### src/hdl/odwm_pkg.sv
// Shared types, state codes and coefficient tables for the omni-drive wheel mixer.
// Tables are built at elaboration from an integer series in Q2.30; no dependencies.
`default_nettype none

package odwm_pkg;

    localparam int unsigned FULL_TURN  = 360;
    localparam int unsigned SECTOR_DEG = 60;
    localparam int unsigned DUTY_LIMIT = 100;
    localparam int unsigned DUTY_FULL  = 255;
    localparam int unsigned SERIES_TERMS = 9;
    localparam int unsigned COEF_W = 16;
    localparam logic [63:0] PI_Q30  = 64'd3373259426;
    localparam logic [63:0] ONE_Q30 = 64'd1 << 30;

    localparam logic [2:0] SECTOR_OUT = 3'd6;

    typedef struct packed {
        logic [9:0] heading_deg;
        logic [7:0] drive_speed;
    } t_in;

    typedef struct packed {
        logic [7:0] duty_one;
        logic [7:0] duty_two;
        logic [7:0] duty_three;
        logic       dir_one;
        logic       dir_two;
        logic       dir_three;
    } t_out;

    typedef enum logic [2:0] {
        S_IDLE,
        S_REDUCE,
        S_MUL,
        S_SUB,
        S_UPDATE
    } t_state;

    typedef struct packed {
        logic load;
        logic reduce;
        logic mul;
        logic sub;
        logic update;
    } t_cmd;

    // Shift-subtract quotient for table construction at elaboration.
    function automatic logic [63:0] const_div(input logic [63:0] num, input logic [63:0] den);
        logic [63:0] q;
        logic [64:0] rem;
        q = '0;
        rem = '0;
        for (int b = 63; b >= 0; b--) begin
            rem = {rem[63:0], num[b]};
            if (rem >= {1'b0, den}) begin
                rem = rem - {1'b0, den};
                q[b] = 1'b1;
            end
        end
        return q;
    endfunction

    function automatic logic [63:0] series_q30(input int unsigned deg, input bit start_sin);
        logic [63:0]    r;
        logic [63:0]    term;
        logic [63:0]    n;
        longint signed  sum;
        r = (64'(deg) * PI_Q30) / 64'd180;
        term = start_sin ? r : ONE_Q30;
        sum = signed'(term);
        n = start_sin ? 64'd1 : 64'd0;
        for (int k = 1; k < SERIES_TERMS; k++) begin
            term = (term * r) >> 30;
            term = (term * r) >> 30;
            term = const_div(term, (n + 64'd1) * (n + 64'd2));
            n = n + 64'd2;
            if ((k & 1) != 0) begin
                sum = sum - signed'(term);
            end else begin
                sum = sum + signed'(term);
            end
        end
        return (sum < 0) ? 64'd0 : unsigned'(sum);
    endfunction

    function automatic logic [COEF_W-1:0] coef_kx(input int unsigned t);
        logic [63:0] s;
        logic [63:0] s60;
        logic [63:0] q;
        s = series_q30(t, 1'b1);
        s60 = series_q30(SECTOR_DEG, 1'b1);
        if (s60 == 64'd0) begin
            q = 64'd0;
        end else begin
            q = const_div((s << 16) + (s60 >> 1), s60);
        end
        return q[COEF_W-1:0];
    endfunction

    function automatic logic [COEF_W-1:0] coef_kc(input int unsigned t);
        logic [63:0] v;
        v = (series_q30(t, 1'b0) + (64'd1 << 13)) >> 14;
        return (v > 64'd65535) ? 16'hFFFF : v[COEF_W-1:0];
    endfunction

    function automatic logic [SECTOR_DEG*COEF_W-1:0] build_kx();
        logic [SECTOR_DEG*COEF_W-1:0] tbl;
        tbl = '0;
        for (int t = 0; t < SECTOR_DEG; t++) begin
            tbl[t*COEF_W +: COEF_W] = coef_kx(t);
        end
        return tbl;
    endfunction

    function automatic logic [SECTOR_DEG*COEF_W-1:0] build_kc();
        logic [SECTOR_DEG*COEF_W-1:0] tbl;
        tbl = '0;
        for (int t = 0; t < SECTOR_DEG; t++) begin
            tbl[t*COEF_W +: COEF_W] = coef_kc(t);
        end
        return tbl;
    endfunction

    function automatic logic [(DUTY_LIMIT+1)*8-1:0] build_duty();
        logic [(DUTY_LIMIT+1)*8-1:0] tbl;
        int unsigned                 d;
        tbl = '0;
        for (int unsigned w = 0; w <= DUTY_LIMIT; w++) begin
            d = (w * DUTY_FULL) / DUTY_LIMIT;
            tbl[w*8 +: 8] = d[7:0];
        end
        return tbl;
    endfunction

    localparam logic [SECTOR_DEG*COEF_W-1:0]     KX_TABLE   = build_kx();
    localparam logic [SECTOR_DEG*COEF_W-1:0]     KC_TABLE   = build_kc();
    localparam logic [(DUTY_LIMIT+1)*8-1:0]      DUTY_TABLE = build_duty();

endpackage

`default_nettype wire

### src/hdl/odwm_ctrl.sv
// Sequencer for the wheel mixer: accept, reduce, multiply, subtract, update.
// Depends on odwm_pkg for the state enum and the command struct.
`default_nettype none

module odwm_ctrl (
    input  wire              i_clk,
    input  wire              i_rst_n,
    input  wire              i_in_valid,
    output logic             o_in_ready,
    output logic             o_out_valid,
    input  wire              i_out_ready,
    output odwm_pkg::t_cmd   o_cmd
);
    import odwm_pkg::*;

    t_state r_state;
    t_state n_state;
    logic   r_out_valid;
    logic   n_out_valid;
    logic   out_free;

    assign out_free    = !r_out_valid || i_out_ready;
    assign o_out_valid = r_out_valid;

    always_ff @(posedge i_clk) begin
        if (!i_rst_n) begin
            r_state     <= S_IDLE;
            r_out_valid <= 1'b0;
        end else begin
            r_state     <= n_state;
            r_out_valid <= n_out_valid;
        end
    end

    always_comb begin
        n_state    = r_state;
        o_cmd      = '0;
        o_in_ready = 1'b0;
        unique case (r_state)
            S_IDLE: begin
                o_in_ready = 1'b1;
                if (i_in_valid) begin
                    o_cmd.load = 1'b1;
                    n_state    = S_REDUCE;
                end
            end
            S_REDUCE: begin
                o_cmd.reduce = 1'b1;
                n_state      = S_MUL;
            end
            S_MUL: begin
                o_cmd.mul = 1'b1;
                n_state   = S_SUB;
            end
            S_SUB: begin
                o_cmd.sub = 1'b1;
                n_state   = S_UPDATE;
            end
            S_UPDATE: begin
                if (out_free) begin
                    o_cmd.update = 1'b1;
                    o_in_ready   = 1'b1;
                    if (i_in_valid) begin
                        o_cmd.load = 1'b1;
                        n_state    = S_REDUCE;
                    end else begin
                        n_state = S_IDLE;
                    end
                end
            end
            default: begin
                n_state = S_IDLE;
            end
        endcase
        n_out_valid = o_cmd.update ? 1'b1 : (i_out_ready ? 1'b0 : r_out_valid);
    end

endmodule

`default_nettype wire

### src/hdl/odwm_datapath.sv
// Datapath of the wheel mixer: heading reduction, coefficient multiplies and motor routing.
// Depends on odwm_pkg for payload types, commands and coefficient tables.
`default_nettype none

module odwm_datapath (
    input  wire              i_clk,
    input  wire              i_rst_n,
    input  odwm_pkg::t_cmd   i_cmd,
    input  odwm_pkg::t_in    i_in_data,
    output odwm_pkg::t_out   o_out_data
);
    import odwm_pkg::*;

    logic [9:0]  r_ang;
    logic [7:0]  r_spd;
    logic [2:0]  r_sector;
    logic [5:0]  r_t;
    logic [7:0]  r_x;
    logic [23:0] r_pc;
    logic [7:0]  r_y;
    logic [7:0]  r_duty [3];
    logic [2:0]  r_dir;

    logic [9:0]  ang_red;
    logic [2:0]  n_sector;
    logic [8:0]  sector_base;
    logic [8:0]  t_full;
    logic [15:0] kx;
    logic [15:0] kc;
    logic [23:0] px;
    logic [23:0] pc;
    logic [24:0] yq;
    logic [9:0]  q_full;
    logic [7:0]  val [3];
    logic [7:0]  wheel [3];
    logic [2:0]  n_dir;

    assign ang_red = (r_ang >= 10'(FULL_TURN)) ? r_ang - 10'(FULL_TURN) : r_ang;

    always_comb begin
        if (ang_red >= 10'(FULL_TURN)) begin
            n_sector = SECTOR_OUT;
        end else if (ang_red >= 10'd300) begin
            n_sector = 3'd5;
        end else if (ang_red >= 10'd240) begin
            n_sector = 3'd4;
        end else if (ang_red >= 10'd180) begin
            n_sector = 3'd3;
        end else if (ang_red >= 10'd120) begin
            n_sector = 3'd2;
        end else if (ang_red >= 10'd60) begin
            n_sector = 3'd1;
        end else begin
            n_sector = 3'd0;
        end
        sector_base = 9'(SECTOR_DEG) * {6'd0, (n_sector == SECTOR_OUT) ? 3'd0 : n_sector};
        t_full = ang_red[8:0] - sector_base;
    end

    assign kx = KX_TABLE[{r_t, 4'd0} +: COEF_W];
    assign kc = KC_TABLE[{r_t, 4'd0} +: COEF_W];
    assign px = {16'd0, r_spd} * {8'd0, kx};
    assign pc = {16'd0, r_spd} * {8'd0, kc};
    assign yq = {1'b0, r_pc} - {2'b0, r_x, 15'd0};

    assign q_full = ({2'd0, r_spd} + {1'b0, r_spd, 1'b0}) >> 2;

    always_comb begin
        if (r_t == 6'd0) begin
            val[0] = q_full[7:0];
            val[1] = q_full[7:0];
            val[2] = q_full[7:0];
        end else begin
            val[0] = r_x;
            val[1] = r_y;
            val[2] = 8'd0;
        end
        unique case (r_sector)
            3'd0, 3'd3: begin
                wheel[0] = val[1];
                wheel[1] = val[0];
                wheel[2] = val[2];
            end
            3'd1, 3'd4: begin
                wheel[0] = val[2];
                wheel[1] = val[1];
                wheel[2] = val[0];
            end
            3'd2, 3'd5: begin
                wheel[0] = val[0];
                wheel[1] = val[2];
                wheel[2] = val[1];
            end
            default: begin
                wheel[0] = 8'd0;
                wheel[1] = 8'd0;
                wheel[2] = 8'd0;
            end
        endcase
        unique case (r_sector)
            3'd0:    n_dir = 3'b100;
            3'd1:    n_dir = 3'b101;
            3'd2:    n_dir = 3'b001;
            3'd3:    n_dir = 3'b011;
            3'd4:    n_dir = 3'b010;
            3'd5:    n_dir = 3'b110;
            default: n_dir = 3'b110;
        endcase
    end

    always_ff @(posedge i_clk) begin
        if (i_cmd.load) begin
            r_ang <= i_in_data.heading_deg;
            r_spd <= i_in_data.drive_speed;
        end
        if (i_cmd.reduce) begin
            r_sector <= n_sector;
            r_t      <= (n_sector == SECTOR_OUT) ? 6'd0 : t_full[5:0];
        end
        if (i_cmd.mul) begin
            r_x  <= px[23:16];
            r_pc <= pc;
        end
        if (i_cmd.sub) begin
            r_y <= yq[24] ? 8'd0 : yq[23:16];
        end
    end

    always_ff @(posedge i_clk) begin
        if (!i_rst_n) begin
            for (int m = 0; m < 3; m++) begin
                r_duty[m] <= 8'(DUTY_LIMIT);
            end
            r_dir <= 3'b000;
        end else if (i_cmd.update) begin
            for (int m = 0; m < 3; m++) begin
                if (wheel[m] <= 8'(DUTY_LIMIT)) begin
                    r_duty[m] <= DUTY_TABLE[{wheel[m][6:0], 3'd0} +: 8];
                end
            end
            r_dir <= n_dir;
        end
    end

    assign o_out_data.duty_one   = r_duty[0];
    assign o_out_data.duty_two   = r_duty[1];
    assign o_out_data.duty_three = r_duty[2];
    assign o_out_data.dir_one    = r_dir[2];
    assign o_out_data.dir_two    = r_dir[1];
    assign o_out_data.dir_three  = r_dir[0];

endmodule

`default_nettype wire

### src/hdl/omni_drive_wheel_mixer_core.sv
// A result is valid after its beat's reduce, multiply, subtract and update steps.
// The four-step sequencer in odwm_ctrl takes a new beat only when idle or updating.
// Reset (synchronous, active low): sequencer idle, no result pending, every held duty
// at 100 and every direction bit low.
// Depends on odwm_pkg, odwm_ctrl and odwm_datapath.
`default_nettype none

module omni_drive_wheel_mixer_core (
    input  wire              i_clk,
    input  wire              i_rst_n,
    input  wire              i_in_valid,
    output logic             o_in_ready,
    input  odwm_pkg::t_in    i_in_data,
    output logic             o_out_valid,
    input  wire              i_out_ready,
    output odwm_pkg::t_out   o_out_data
);
    import odwm_pkg::*;

    t_cmd cmd;

    odwm_ctrl u_ctrl (
        .i_clk       (i_clk),
        .i_rst_n     (i_rst_n),
        .i_in_valid  (i_in_valid),
        .o_in_ready  (o_in_ready),
        .o_out_valid (o_out_valid),
        .i_out_ready (i_out_ready),
        .o_cmd       (cmd)
    );

    odwm_datapath u_datapath (
        .i_clk      (i_clk),
        .i_rst_n    (i_rst_n),
        .i_cmd      (cmd),
        .i_in_data  (i_in_data),
        .o_out_data (o_out_data)
    );

endmodule

`default_nettype wire

### config.mk
export PLATFORM = sky130hd
export DESIGN_NAME = omni_drive_wheel_mixer_core
export DESIGN_NICKNAME = d
export VERILOG_FILES = /design/src/hdl/odwm_pkg.sv /design/src/hdl/odwm_ctrl.sv /design/src/hdl/odwm_datapath.sv /design/src/hdl/omni_drive_wheel_mixer_core.sv
export SDC_FILE = /design/constraint.sdc
export NUM_CORES = 1
export LEC_CHECK = 0
export BUFFER_PORTS_ARGS = -buffer_cell sky130_fd_sc_hd__buf_2
export CAP_MARGIN = 20
export CORE_ASPECT_RATIO = 0.7
export CORE_MARGIN = 4
export CORE_UTILIZATION = 45
export DETAILED_ROUTE_END_ITERATION = 6
export MAX_ROUTING_LAYER = met4
export PLACE_DENSITY = 0.67
export SYNTH_ARGS = -nofsm -noshare
export SYNTH_HDL_FRONTEND = slang
export SYNTH_SLANG_ARGS = --single-unit
### constraint.sdc
create_clock -name i_clk -period 6.85 [get_ports i_clk]
set_clock_uncertainty 0.05 [all_clocks]
set_input_delay 0.685 -clock i_clk [delete_from_list [all_inputs] [get_ports i_clk]]
set_output_delay 0.685 -clock i_clk [all_outputs]
set_load 0.02 [all_outputs]
Yosys cells after proc, flatten, opt, wreduce, memory -nomap -nowiden

Memories as Yosys holds them, arrays and structs flattened.
Index checks and enable logic that the tools add are counted.

Bits in registers: 74
RAM bits: 24
Bits of input ports: 22
Output and inout port bits: 29
Logic and storage cells: 100
Memories kept: 1

Add/subtract/negate cells: 4
Multiply operators: 3
Order comparisons: 10
Eq/ne operators: 12
Shift-type cells: 5
Muxes and demuxes: 42
Bitwise operators: 3
Reductions and logical operators: 10

Memory list:

| memory            | depth | bits a word | rd ports | clocked after memory_dff | wr ports | line                | RTL |
|---|---|---|---|---|---|---|---|
| u_datapath.r_duty | 3     | 8           | 3        | 0                        | 3        | odwm_datapath.sv:21 | `logic [7:0] r_duty [3];` |

Operators with widths:

| kind                         | count |
|---|---|
| $shiftx A808 B11 Y8 const A  | 3 |
| $shiftx A960 B11 Y16 const A | 2 |
| $pmux W24 S3                 | 1 |
| $mul A8 B16 Y24              | 2 |
| $ge A10 B9 Y1 const B        | 3 |
| $pmux W3 S5                  | 2 |
| $sub A24 B23 Y25             | 1 |
| $le A8 B7 Y1 const B         | 3 |
| $mux W1                      | 24 |
| $mux W24                     | 1 |
| $mux W3                      | 8 |
| $mux W8                      | 3 |
| $ge A10 B8 Y1 const B        | 2 |
| $eq A3 B2 Y1 const B         | 4 |
| $eq A3 B3 Y1 const B         | 4 |
| $add A8 B9 Y10               | 1 |
| $ge A10 B6 Y1 const B        | 1 |
| $ge A10 B7 Y1 const B        | 1 |
| $mux W10                     | 1 |
| $sub A10 B9 Y10 const B      | 1 |
| $eq A3 B1 Y1 const B         | 2 |
| $logic_not A3 Y1             | 2 |
| $logic_not A6 Y1             | 1 |
| $reduce_or A2 Y1             | 3 |
| other kinds (10)             | 13 |

Logic depth before layout (Yosys ltp)

Depth in word-level cells: 13
Gate-level depth with buffers: 29
Depth with buffers taken out: 27

Hierarchy

From an unflattened synthesis, not the netlist that was laid out.

Cell total of the unflattened synthesis: 2309
Area total of the unflattened synthesis: 18606.6 um^2

By module, submodules not included:

| module        | instances | cells each | area each (um^2) | sequential area each (um^2) |
|---|---|---|---|---|
| odwm_datapath | 1         | 2289       | 18398.9          | 2342.2 |
| odwm_ctrl     | 1         | 20         | 207.7            | 80.1 |

Worst setup path before layout

Ideal clock, no wire load.

Kind: register -> register
Start: register u_datapath.r_t[2]
End: register u_datapath.r_pc[22] (data pin)
Setup time: 258 ps
Arrival: 6698 ps
Required time: 6542 ps
Slack: -155 ps
Cell stages (with the launch flop): 27
Path buffers: 4
Clock period less this slack: 7005 ps
Cells stage by stage: edfxtp_1 buf_2 buf_2 inv_1 clkbuf_1 clkbuf_1 ha_1 mux4_2 a21oi_1 nand2_1 fa_1 inv_1 fa_1 fa_1 inv_1 fa_1 inv_1 ha_1 a21o_1 a211oi_1 o21bai_1 a21oi_1 a2bb2oi_1 o311ai_1 a211o_1 a21oi_1 xnor2_1

Cells in the longest elaborated chain, start to end: 2

Ends and longest elaborated chain:

| what                        | line                 | RTL |
|---|---|---|
| from (decl)                 | odwm_datapath.sv:17  | `logic [5:0] r_t;` |
| from (signal assigned)      | odwm_datapath.sv:118 | `r_t <= (n_sector == SECTOR_OUT) ? 6'd0 : t_full[5:0];` |
| $shiftx A960 B11 Y16        | odwm_datapath.sv:61  | `assign kc = KC_TABLE[{r_t, 4'd0} +: COEF_W];` |
| $mul A8 B16 Y24             | odwm_datapath.sv:63  | `assign pc = {16'd0, r_spd} * {8'd0, kc};` |
| named net u_datapath.pc[22] | odwm_datapath.sv:31  | `logic [23:0] pc;` |
| to (signal assigned)        | odwm_datapath.sv:122 | `r_pc <= pc;` |
| to (decl)                   | odwm_datapath.sv:19  | `logic [23:0] r_pc;` |

The timed path passes the listed nets, and every way through them passes these cells.
A chain may end at the register's enable or synchronous reset.

Final worst setup path

Start: register u_datapath.r_t[0]
End: register u_datapath.r_pc[22] (data pin)

Same word-level chain as after synthesis.

==> results.ini <==
[floorplan]
coreArea_mm2 = 0.03992
initial_utilization_pct = 45.77
ioPinCount = 51
die_width_um = 248.8
die_y_um = 176.6
dieArea_mm2 = 0.04394
num_rows = 61

[drt]
drt-initial-drc-count = 2312
antenna_left = 0
drt_first_pass_iters = 7
routed_wl_um = 59210
vias = 17850
wl_per_cell_um = 20.70
drc = 0
via_per_inst = 6.239

[worst_setup_path]
reg2reg_depth = 26
worstPathArrival_ps = 6690
worstReg2RegStart = u_datapath.r_t[0]$_SDFFCE_PP0P_
cp.required_ps = 6920
r2r-end = u_datapath.r_pc[22]$_DFFE_PP_
critPathLaunchType = register
cp-end-kind = register
r2r_setup_slack_ps = 240
path_max_fanout = 8
crit_type = register to register

[sta]
hold_viol_final = 0
period_minus_slack_ps = 6613
maxSlewViolCount = 0
tightest_slew_ps = 1115
relSlewSlack_pct = 25.34
fin_crit_sh_pct = 96.55
setup_viol = 0
fmax_mhz = 151.2
grt_setup_unrepaired = yes
setup_tns_ps = 0
fin_ws_ps = 236.5

[clock_network]
htree_levels = 3
worstSkewPairLatency_ps = 380
root_buffer = clkbuf_16
numCtsBuffers = 9
cts_hold_buf = 0
clkSinkCount = 83
clk_path_buf_depth = 2
path_clk_slew_ps = 70
cts_tree = built

[global_route]
antenna_found_initial = 0
grt_first_pass_wirelength_um = 93830
grt_max_degree = 60
grt_usage_pct = 27.20
grt_pass1_vias = 16890
grt-ovfl-total = 0

[synthesis]
synth_largest_area_cell = fa_1
ys_warn_count = 0
netlist_instances = 2289
synth_area_mm2 = 0.01827
synth_top_area_share_pct = 18.63
ys_ff_latch = 83
synth_area_per_cell_um2 = 7.982
synth-seq-area-share_pct = 13.26
synth-async-reset-ratio_pct = 0
synth.area.top_cells = fa_1, edfxtp_1, ha_1
synth_cell_type_count = 96
synth_edf_count = 76
syn_nets = 2635
synth-main-ff-cell = edfxtp_1

[layout]
drive_above_1_share_pct = 12.17
syn_to_final_growth_pct = 9.389
mostFrequentLayoutCells = inv_1, nand2_1, fa_1
antenna_cells = 0
final_common_cell = inv_1
nets = 2667

[hold_path]
hold_depth = 1
min_from = i_in_data[17]
hold_end = u_datapath.r_ang[9]$_DFFE_PP_
hold_class = primary input to register

[placement]
dpl_worst_slack_ps = -73.83
dpl.hpwl_um = 45070
globalplace.congestion = 1.057
port_buffers = 50

[flow_run]
cap_violations = 0

[outcome]
status = complete, no violations

==> logic make-up (layout without fill, tap and decap cells) <==
| group | Yosys count | count (layout) | share of synthesized area (%) |
|---|---|---|---|
| flip-flops | 83 | 83 | 13.26 |
| XOR/XNOR | 44 | 44 | 2.109 |
| buffers and inverters | 420 | 457 | 9.067 |
| multiplexers | 48 | 48 | 3.260 |
| AND/OR/NAND/NOR | 758 | 758 | 20.57 |
| AO/OA/AOI/OAI | 612 | 612 | 22.57 |
| adder cells (fa/ha/maj) | 324 | 324 | 29.17 |
==> per-stage QoR <==
stage               util [%]  area, µm²  hold slack, ps  std cells
floorplan                  -      18270           431.7       2289
detailed placement     48.83      19490           484.1       2836
CTS                    49.69      19830           411.0       2856
global placement       48.76      19460           471.4       2835
global route           50.07      19990           406.9       2861
finish                 50.07      19990           429.7       2861
==> Yosys cell counts (13+ instances only) <==
master	instances
a211oi_1	41
a21o_1	21
a21oi_1	168
a311oi_1	15
a31oi_1	36
and2_1	146
and3_1	14
buf_1	18
buf_2	31
clkbuf_1	99
edfxtp_1	76
fa_1	170
ha_1	154
inv_1	260
mux2i_1	28
nand2_1	222
nand2b_1	20
nand3_1	47
nor2_1	167
nor2b_1	19
nor3_1	44
nor4_1	13
o211ai_1	25
o21ai_0	96
o221ai_1	13
o22ai_1	17
o31ai_1	17
xnor2_1	31
xor2_1	13
==> critical path, stage by stage, from the launching register on <==
cell	delay (ps)
edfxtp_1	350
inv_1	60
buf_4	160
ha_1	210
buf_4	180
o21ai_0	330
a2bb2oi_1	290
o21ai_0	120
o21ai_1	360
and2_1	200
fa_1	440
fa_1	460
fa_1	490
inv_1	50
fa_1	480
inv_1	40
ha_1	290
a21o_1	160
a211oi_1	230
o21bai_1	130
a21oi_2	190
a2bb2oi_2	200
o311ai_2	130
buf_4	190
a211o_1	280
a21oi_1	180
xnor2_1	90
==> how the worst max path moves through the flow <==
stage          cells past startpoint                       startpoint                       endpoint
3_5_place_dp                      26  u_datapath.r_t[0]$_SDFFCE_PP0P_  u_datapath.r_pc[22]$_DFFE_PP_
5_1_grt                           27  u_datapath.r_t[1]$_SDFFCE_PP0P_  u_datapath.r_pc[22]$_DFFE_PP_
3_3_place_gp                      24  u_datapath.r_t[2]$_SDFFCE_PP0P_  u_datapath.r_pc[22]$_DFFE_PP_
4_1_cts                           25  u_datapath.r_t[1]$_SDFFCE_PP0P_  u_datapath.r_pc[22]$_DFFE_PP_
2_1_floorplan                     26  u_datapath.r_t[2]$_SDFFCE_PP0P_  u_datapath.r_pc[22]$_DFFE_PP_
6_report                          26  u_datapath.r_t[0]$_SDFFCE_PP0P_  u_datapath.r_pc[22]$_DFFE_PP_
==> layer usage <==
layer	track usage (%)	vias to the layer above	wire (µm)
li1	-	8079	-
met1	39.45	8585	26210
met2	37.22	1096	23840
met3	9.439	89	8336
met4	4.135	0	824
met5	-	-	0
==> layout make-up <==
cell class	count	area, µm²
Fill cell	3779	19930
Sequential cell	83	2422
Clock inverter	7	80.08
Multi-Input combinational cell	1786	14320
Timing Repair Buffer	175	1266
Inverter	266	1002
Clock buffer	9	225.2
Tap cell	535	669.4
==> registers in the layout, indices dropped and copies added (netlist names) <==
| signal | count |
|---|---|
| u_datapath.r_pc | 9 |
| u_ctrl.o_out_valid | 1 |
| u_datapath.r_spd | 8 |
| u_datapath.r_duty | 24 |
| u_datapath.r_sector | 3 |
| u_datapath.r_dir | 3 |
| u_ctrl.r_state | 3 |
| u_datapath.r_ang | 10 |
| u_datapath.r_x | 8 |
| u_datapath.r_y | 8 |
| u_datapath.r_t | 6 |
==> timing repair <==
| item | in CTS | in global routing |
|---|---|---|
| setup endpoints to repair | 2 | 14 |
| gates resized for setup | 2 | 29 |
| pin swaps | 0 | 7 |
| setup buffers | 4 | 5 |
| cloned | 0 | 0 |
Power is not shown: default switching activity piles up to over one toggle a cycle in this logic, so the estimate is an artifact.
